--- config.mk ---
export PLATFORM = sky130hd
export DESIGN_NAME = imu_packet_stream_decoder
export DESIGN_NICKNAME = d
export VERILOG_FILES = /design/src/design/imupd_pkg.sv /design/src/design/imupd_front.sv /design/src/design/imupd_fifo.sv /design/src/design/imupd_back.sv /design/src/design/imu_packet_stream_decoder.sv
export SDC_FILE = /design/constraint.sdc
export NUM_CORES = 1
export LEC_CHECK = 0
export BUFFER_PORTS_ARGS = -buffer_cell sky130_fd_sc_hd__buf_2
export CORE_UTILIZATION = 51
export DETAILED_ROUTE_END_ITERATION = 10
export GPL_ROUTABILITY_DRIVEN = 0
export GPL_TIMING_DRIVEN = 0
export PLACE_DENSITY_LB_ADDON = 0.1
export SYNTH_ARGS = -nofsm -noshare
export SYNTH_HDL_FRONTEND = slang
export SYNTH_SLANG_ARGS = --single-unit
--- constraint.sdc ---
create_clock -name clk -period 13.35 [get_ports clk]
set_input_delay 4.005 -clock clk [delete_from_list [all_inputs] [get_ports clk]]
set_output_delay 4.005 -clock clk [all_outputs]
set_load 0.02 [all_outputs]
--- src/design/imupd_pkg.sv ---
// imupd_pkg: shared types, codes and the fixed-point scaling function
// for the imu packet stream decoder; no dependencies
`timescale 1ns / 1ps

package imupd_pkg;

  // packet framing
  localparam logic [7:0] HEADER_MARK = 8'h55;
  localparam logic [7:0] TYPE_ACCEL  = 8'h51;
  localparam logic [7:0] TYPE_GYRO   = 8'h52;
  localparam logic [7:0] TYPE_ANGLE  = 8'h53;
  localparam logic [3:0] POS_FIRST   = 4'd0;
  localparam logic [3:0] POS_TYPE    = 4'd1;
  localparam logic [3:0] POS_CHECK   = 4'd10;

  // result kind codes
  localparam logic [1:0] KIND_ACCEL = 2'd0;
  localparam logic [1:0] KIND_GYRO  = 2'd1;
  localparam logic [1:0] KIND_ANGLE = 2'd2;

  localparam int VALUE_W = 19;
  localparam int WORD_W  = 16;

  // decoded packet handed from front to back
  typedef struct packed {
    logic [1:0]               kind;
    logic signed [WORD_W-1:0] raw_x;
    logic signed [WORD_W-1:0] raw_y;
    logic signed [WORD_W-1:0] raw_z;
    logic signed [WORD_W-1:0] extra;
  } imupd_item_t;

  // queue status seen by both sides
  typedef struct packed {
    logic full;
    logic empty;
  } imupd_qstat_t;

  // raw * m / 2^s rounded to nearest, ties toward plus infinity
  function automatic logic signed [VALUE_W-1:0] scale_axis(
    input logic signed [WORD_W-1:0] raw,
    input logic [1:0]               kind
  );
    logic signed [23:0] raw_ext;
    logic signed [23:0] prod;
    logic signed [23:0] shifted;
    raw_ext = {{8{raw[WORD_W-1]}}, raw};
    case (kind)
      KIND_ACCEL: begin
        prod    = raw_ext * 24'sd125;
        shifted = (prod + 24'sd8) >>> 4;
      end
      KIND_GYRO: begin
        prod    = raw_ext * 24'sd125;
        shifted = (prod + 24'sd64) >>> 7;
      end
      default: begin
        prod    = raw_ext * 24'sd45;
        shifted = (prod + 24'sd256) >>> 9;
      end
    endcase
    return shifted[VALUE_W-1:0];
  endfunction

endpackage

--- src/design/imupd_front.sv ---
// imupd_front: byte framing, checksum and type classification
// depends on imupd_pkg
`timescale 1ns / 1ps

module imupd_front import imupd_pkg::*; (
  input  logic         clk,
  input  logic         rst_n,
  input  logic         in_valid,
  output logic         in_ready,
  input  logic         in_burst_start,
  input  logic [7:0]   in_byte,
  input  imupd_qstat_t qstat,
  output logic         push,
  output imupd_item_t  push_item
);

  logic [3:0] pos_r, pos_nxt;
  logic [7:0] sum_r, sum_nxt;
  logic       hdr_r, hdr_nxt;
  logic [7:0] type_r;
  logic [7:0] pay_r [8];

  logic       accept;
  logic [3:0] pos_eff;
  logic [2:0] pay_idx;
  logic [3:0] pay_off;
  logic       known;

  // only the checksum byte can produce an item, so only it waits on the queue
  assign in_ready = (pos_r != POS_CHECK) || !qstat.full;
  assign accept   = in_valid && in_ready;

  // realignment, and out-of-range positions restart the packet
  assign pos_eff = (in_burst_start || pos_r > POS_CHECK) ? POS_FIRST : pos_r;
  assign pay_off = pos_eff - 4'd2;
  assign pay_idx = pay_off[2:0];

  // position, running sum and header flag
  always_comb begin
    pos_nxt = pos_r;
    sum_nxt = sum_r;
    hdr_nxt = hdr_r;
    if (accept) begin
      if (pos_eff == POS_FIRST) begin
        pos_nxt = 4'd1;
        sum_nxt = in_byte;
        hdr_nxt = (in_byte == HEADER_MARK);
      end else if (pos_eff < POS_CHECK) begin
        pos_nxt = pos_eff + 4'd1;
        sum_nxt = sum_r + in_byte;
      end else begin
        pos_nxt = POS_FIRST;
      end
    end
  end

  always_ff @(posedge clk) begin
    if (!rst_n) begin
      pos_r <= POS_FIRST;
      sum_r <= 8'd0;
      hdr_r <= 1'b0;
    end else begin
      pos_r <= pos_nxt;
      sum_r <= sum_nxt;
      hdr_r <= hdr_nxt;
    end
  end

  // type and payload capture
  always_ff @(posedge clk) begin
    if (accept && pos_eff == POS_TYPE) begin
      type_r <= in_byte;
    end
    if (accept && pos_eff > POS_TYPE && pos_eff < POS_CHECK) begin
      pay_r[pay_idx] <= in_byte;
    end
  end

  // classification on the checksum byte
  always_comb begin
    known          = 1'b1;
    push_item.kind = KIND_ACCEL;
    push_item.raw_x = {pay_r[1], pay_r[0]};
    push_item.raw_y = {pay_r[3], pay_r[2]};
    push_item.raw_z = {pay_r[5], pay_r[4]};
    push_item.extra = {pay_r[7], pay_r[6]};
    case (type_r)
      TYPE_ACCEL: push_item.kind = KIND_ACCEL;
      TYPE_GYRO: begin
        push_item.kind  = KIND_GYRO;
        push_item.extra = '0;
      end
      TYPE_ANGLE: push_item.kind = KIND_ANGLE;
      default:    known = 1'b0;
    endcase
  end

  assign push = accept && (pos_eff == POS_CHECK) && hdr_r && (in_byte == sum_r) && known;

endmodule

--- src/design/imupd_fifo.sv ---
// imupd_fifo: short register queue of decoded packets between front and back
// depends on imupd_pkg
`timescale 1ns / 1ps

module imupd_fifo import imupd_pkg::*; #(
  parameter int DEPTH = 2
) (
  input  logic         clk,
  input  logic         rst_n,
  input  logic         push,
  input  imupd_item_t  push_item,
  input  logic         pop,
  output imupd_item_t  head_item,
  output imupd_qstat_t qstat
);

  localparam int AW = (DEPTH > 1) ? $clog2(DEPTH) : 1;
  localparam int CW = $clog2(DEPTH + 1);
  localparam logic [AW-1:0] LAST = AW'(DEPTH - 1);
  localparam logic [CW-1:0] FULL_CNT = CW'(DEPTH);

  imupd_item_t   mem_r [DEPTH];
  logic [AW-1:0] wr_r, wr_nxt;
  logic [AW-1:0] rd_r, rd_nxt;
  logic [CW-1:0] cnt_r, cnt_nxt;

  // pointer and count update
  always_comb begin
    wr_nxt  = wr_r;
    rd_nxt  = rd_r;
    cnt_nxt = cnt_r;
    if (push) begin
      wr_nxt = (wr_r == LAST) ? '0 : wr_r + 1'b1;
    end
    if (pop) begin
      rd_nxt = (rd_r == LAST) ? '0 : rd_r + 1'b1;
    end
    if (push && !pop) begin
      cnt_nxt = cnt_r + 1'b1;
    end else if (pop && !push) begin
      cnt_nxt = cnt_r - 1'b1;
    end
  end

  always_ff @(posedge clk) begin
    if (!rst_n) begin
      wr_r  <= '0;
      rd_r  <= '0;
      cnt_r <= '0;
    end else begin
      wr_r  <= wr_nxt;
      rd_r  <= rd_nxt;
      cnt_r <= cnt_nxt;
    end
  end

  // storage
  always_ff @(posedge clk) begin
    if (push) begin
      mem_r[wr_r] <= push_item;
    end
  end

  assign head_item   = mem_r[rd_r];
  assign qstat.full  = (cnt_r == FULL_CNT);
  assign qstat.empty = (cnt_r == '0);

endmodule

--- src/design/imupd_back.sv ---
// imupd_back: fixed-point scaling and the registered result stage
// depends on imupd_pkg
`timescale 1ns / 1ps

module imupd_back import imupd_pkg::*; (
  input  logic                      clk,
  input  logic                      rst_n,
  input  imupd_qstat_t              qstat,
  input  imupd_item_t               head_item,
  output logic                      pop,
  output logic                      out_valid,
  input  logic                      out_ready,
  output logic [1:0]                out_kind,
  output logic signed [VALUE_W-1:0] out_x,
  output logic signed [VALUE_W-1:0] out_y,
  output logic signed [VALUE_W-1:0] out_z,
  output logic signed [WORD_W-1:0]  out_extra
);

  logic                      valid_r, valid_nxt;
  logic [1:0]                kind_r;
  logic signed [VALUE_W-1:0] x_r, y_r, z_r;
  logic signed [WORD_W-1:0]  extra_r;
  logic                      load;

  // the result register takes a new item whenever it is empty or being drained
  assign load      = !valid_r || out_ready;
  assign pop       = load && !qstat.empty;
  assign valid_nxt = load ? !qstat.empty : valid_r;

  always_ff @(posedge clk) begin
    if (!rst_n) begin
      valid_r <= 1'b0;
    end else begin
      valid_r <= valid_nxt;
    end
  end

  // scale the three axes into the result register
  always_ff @(posedge clk) begin
    if (pop) begin
      kind_r  <= head_item.kind;
      x_r     <= scale_axis(head_item.raw_x, head_item.kind);
      y_r     <= scale_axis(head_item.raw_y, head_item.kind);
      z_r     <= scale_axis(head_item.raw_z, head_item.kind);
      extra_r <= head_item.extra;
    end
  end

  assign out_valid = valid_r;
  assign out_kind  = kind_r;
  assign out_x     = x_r;
  assign out_y     = y_r;
  assign out_z     = z_r;
  assign out_extra = extra_r;

endmodule

--- src/design/imu_packet_stream_decoder.sv ---
// imu_packet_stream_decoder: top level, front framing, packet queue, back scaling
// depends on imupd_pkg, imupd_front, imupd_fifo, imupd_back
`timescale 1ns / 1ps

// The decoder takes one received byte per clock and cuts the stream into
// 11-byte packets (header 0x55, type byte, four little-endian int16 words,
// 8-bit sum). A byte flagged with burst_start is taken as byte 0 of a new
// packet. Good packets of type 0x51, 0x52 or 0x53 give one result item with
// the three axes scaled to Q.4 (mg, deg/s, deg) and a raw fourth word (zero
// for type 0x52); all other packets give nothing. Bytes are accepted every
// cycle; the checksum byte of a packet is held off only while the
// FIFO_DEPTH-entry packet queue is full. When the output is free, a result
// becomes valid once its checksum byte is taken and the packet has passed
// through the packet queue into the output register; the back end scales a
// queued packet as it moves into the output register.

module imu_packet_stream_decoder import imupd_pkg::*; #(
  parameter int FIFO_DEPTH = 2
) (
  input  logic        clk,
  input  logic        rst_n,
  input  logic        in_tvalid,
  output logic        in_tready,
  input  logic [7:0]  in_tdata,   // [7:0] rx_byte
  input  logic [0:0]  in_tuser,   // [0] burst_start
  output logic        out_tvalid,
  input  logic        out_tready,
  output logic [79:0] out_tdata,  // [18:0] value_x, [37:19] value_y,
                                  // [56:38] value_z, [72:57] extra_word, zero pad
  output logic [1:0]  out_tuser   // [1:0] packet_kind
);

  logic         push, pop;
  imupd_item_t  push_item, head_item;
  imupd_qstat_t qstat;

  logic signed [VALUE_W-1:0] val_x, val_y, val_z;
  logic signed [WORD_W-1:0]  extra;

  // byte framing and classification
  imupd_front u_front (
    .clk            (clk),
    .rst_n          (rst_n),
    .in_valid       (in_tvalid),
    .in_ready       (in_tready),
    .in_burst_start (in_tuser[0]),
    .in_byte        (in_tdata),
    .qstat          (qstat),
    .push           (push),
    .push_item      (push_item)
  );

  // packet queue
  imupd_fifo #(
    .DEPTH (FIFO_DEPTH)
  ) u_fifo (
    .clk       (clk),
    .rst_n     (rst_n),
    .push      (push),
    .push_item (push_item),
    .pop       (pop),
    .head_item (head_item),
    .qstat     (qstat)
  );

  // scaling and result register
  imupd_back u_back (
    .clk       (clk),
    .rst_n     (rst_n),
    .qstat     (qstat),
    .head_item (head_item),
    .pop       (pop),
    .out_valid (out_tvalid),
    .out_ready (out_tready),
    .out_kind  (out_tuser),
    .out_x     (val_x),
    .out_y     (val_y),
    .out_z     (val_z),
    .out_extra (extra)
  );

  // result packing
  assign out_tdata = {7'd0, extra, val_z, val_y, val_x};

endmodule

==> out/results.ini <==
[run_status]
run_status = finished, final reports clean

[setup_path]
cp.arrival_ns = 9.95
startpoint_type = register
endpoint_kind = register
path_class = reg2reg
required_ns = 13.63
rr_endpoint = u_back.out_z[15]
r2r_cells = 23
reg2reg_slack_ns = 3.68
crit_fanout = 10

[job]
max_cap_violations = 0

[drt]
post-route-drc-count = 0
vias_per_cell = 5.52
drt_iter0_markers = 1327
wl_mm = 65.5
wl_per_cell_um = 18.9
vias = 19100
firstDrtPassIters = 7
antenna_left = 0

[final_layout]
mostFrequentLayoutCells = inv_1, ha_1, edfxtp_1, fa_1, xnor2_1
area_growth_pct = 9.53
diodes = 0
drive_gt1_share_pct = 8.88
nFillCells = 4661
nets = 3328
ff_latch_area_sq_um = 8760
final_common_cell = inv_1
multiInputGateArea_sq_um = 17300

[clocking]
cts_max_path_buffers = 3
worstSkewPairLatency_ns = 0.56
cts_setup_buffers = 0
tritoncts = done
cts_root_buf = clkbuf_16
clk_pin_slew_ns = 0.06
cts_buffers = 34
hold_buffers = 0
htree_num_levels = 2
cts_resized = 0
clock_sinks = 298

[sta]
clock_skew_ns = 0.0143
slew_viol_final = 0
grt_setup_unrepaired = no
fmax_mhz = 103
finalCriticalPeriod_ns = 9.67
tns_ns = 0
finalSetupViolCount = 0
finalCritPeriodShare_pct = 72.5
hold_viol = 0
slew_headroom_pct = 14.8
worst_slew_pin_slew_ns = 1.26

[synthesis]
ys_types = 91
syn-instance-count = 2606
synth-async-reset-ratio_pct = 0
syn_area_per_cell_sq_um = 10.7
yosysWarnings = 0
netlist_area_sq_um = 28000
synth_ff_type = edfxtp_1
synth_edf_count = 279
ys_ff_latch = 298
synth_seq_area_share_pct = 31.3

[placed_design]
port_buffers = 88
dp_hpwl_mm = 52.3

[die]
num_io_pins = 97
die_w_um = 236
fp.dieArea_sq_um = 55800
start_util_pct = 51.8
core_area_sq_um = 54000
rows = 85
fp.dieH_um = 236

[global_routing]
grt_pass1_wl_mm = 105
grtUsageTotal_pct = 23.9
grt_pass1_vias = 19400
antenna_found_initial = 0
grt-ovfl-total = 0
grt_max_degree = 41

[min_path]
holdPathEnd = u_fifo.mem_r[1][26]
holdPathStages = 0
holdCritStartpoint = u_front.pay_r[5][2]
hold_class = reg2reg

-- Yosys cell counts, drive strengths merged (29+ instances only) --
cell	instances	area share, %
inv	449	6.0
a211oi	31	0.89
clkbuf	50	0.68
o21ai	79	1.4
nand2	111	1.5
nand3	46	0.89
xnor2	148	4.7
edfxtp	279	30
mux2	41	1.7
ha	334	15
mux2i	40	1.4
nor2	101	1.4
o211ai	29	0.81
and2	47	1.1
a21oi	100	1.8
fa	235	17
a21o	51	1.4
nor3	32	0.59
xor2	90	2.8
-- layer usage --
metal	wire, um	vias to the layer above	GRT usage [%]
li1	-	9205	-
met1	31200	9337	34.6
met5	0	-	0
met2	29000	491	37.4
met3	3330	102	3.10
met4	1920	0	7.32
-- metrics by stage --
stage	cells	cell area [sq um]	worst slack, ns	hold WS [ns]	utilization [%]
2_1_floorplan	2612	28000	4.38	0.421	-
3_3_place_gp	3396	29300	1.82	0.422	54.2
3_5_place_dp	3406	29500	3.65	0.430	54.6
4_1_cts	3467	30600	3.63	0.441	56.7
5_1_grt	3467	30600	3.13	0.450	56.7
6_report	3467	30600	3.68	0.443	56.7
-- worst max-delay path by stage --
stage                   from                  end  slack, ns  depth (start not counted)
finish              register     u_back.out_z[15]       3.68                         23
global route        register     u_back.out_z[15]       3.13                         23
CTS                 register     u_back.out_z[15]       3.63                         23
detailed placement  register     u_back.out_z[15]       3.65                         23
global placement    in_tuser  u_fifo.mem_r[0][54]       1.82                         10
floorplan           in_tuser   u_fifo.mem_r[0][0]       4.38                          9
-- layout make-up --
type	count	area share, %
Clock inverter	22	0.854
Multi-Input combinational cell	1795	56.4
Sequential cell	298	28.6
Inverter	453	5.55
Tap cell	696	2.84
Clock buffer	39	2.84
Buffer	66	0.952
Timing Repair Buffer	98	1.94
-- logic make-up after synthesis --
family | count (synthesis) | synth area share (%)
adder cells (fa/ha/maj) | 569 | 31.8
XOR/XNOR | 238 | 7.48
other | 1 | 0.0134
flip-flops | 298 | 31.3
buffers and inverters | 519 | 7.12
AND/OR/NAND/NOR | 478 | 8.90
multiplexers | 81 | 3.08
AO/OA/AOI/OAI | 422 | 10.3
-- flip-flops by register name, indices dropped and copies added, names as in the netlist, named ones only --
signal            cells
u_fifo.cnt_r          2
u_back.out_valid      1
u_fifo.rd_r           1
u_back.out_x         19
u_front.sum_r         8
u_front.type_r        8
u_back.out_kind       2
u_front.pos_r         4
u_front.hdr_r         1
u_fifo.mem_r        132
u_back.out_y         19
u_front.pay_r        64
u_back.out_extra     16
u_fifo.wr_r           1
u_back.out_z         19
-- critical path, stage by stage, from the launching register on --
cell and delay, ns:
dfxtp_1 0.31, clkbuf_1 0.60, clkbuf_1 0.81, clkbuf_1 0.67, clkbuf_1 0.77, mux2i_1 0.65
inv_1 0.37, fa_1 0.63, fa_1 0.44, fa_1 0.55, inv_1 0.06, fa_1 0.52
inv_1 0.04, ha_1 0.34, a21oi_1 0.36, nor2_1 0.09, a2111oi_0 0.47, o31ai_2 0.18
a21oi_1 0.27, xor2_1 0.25, nor4_4 0.49, a31oi_1 0.15, a41oi_1 0.24, o211ai_1 0.12
Power is left out: the tool's default activity adds up to more than one toggle a clock period on the data nets, which glitch-free logic cannot reach.
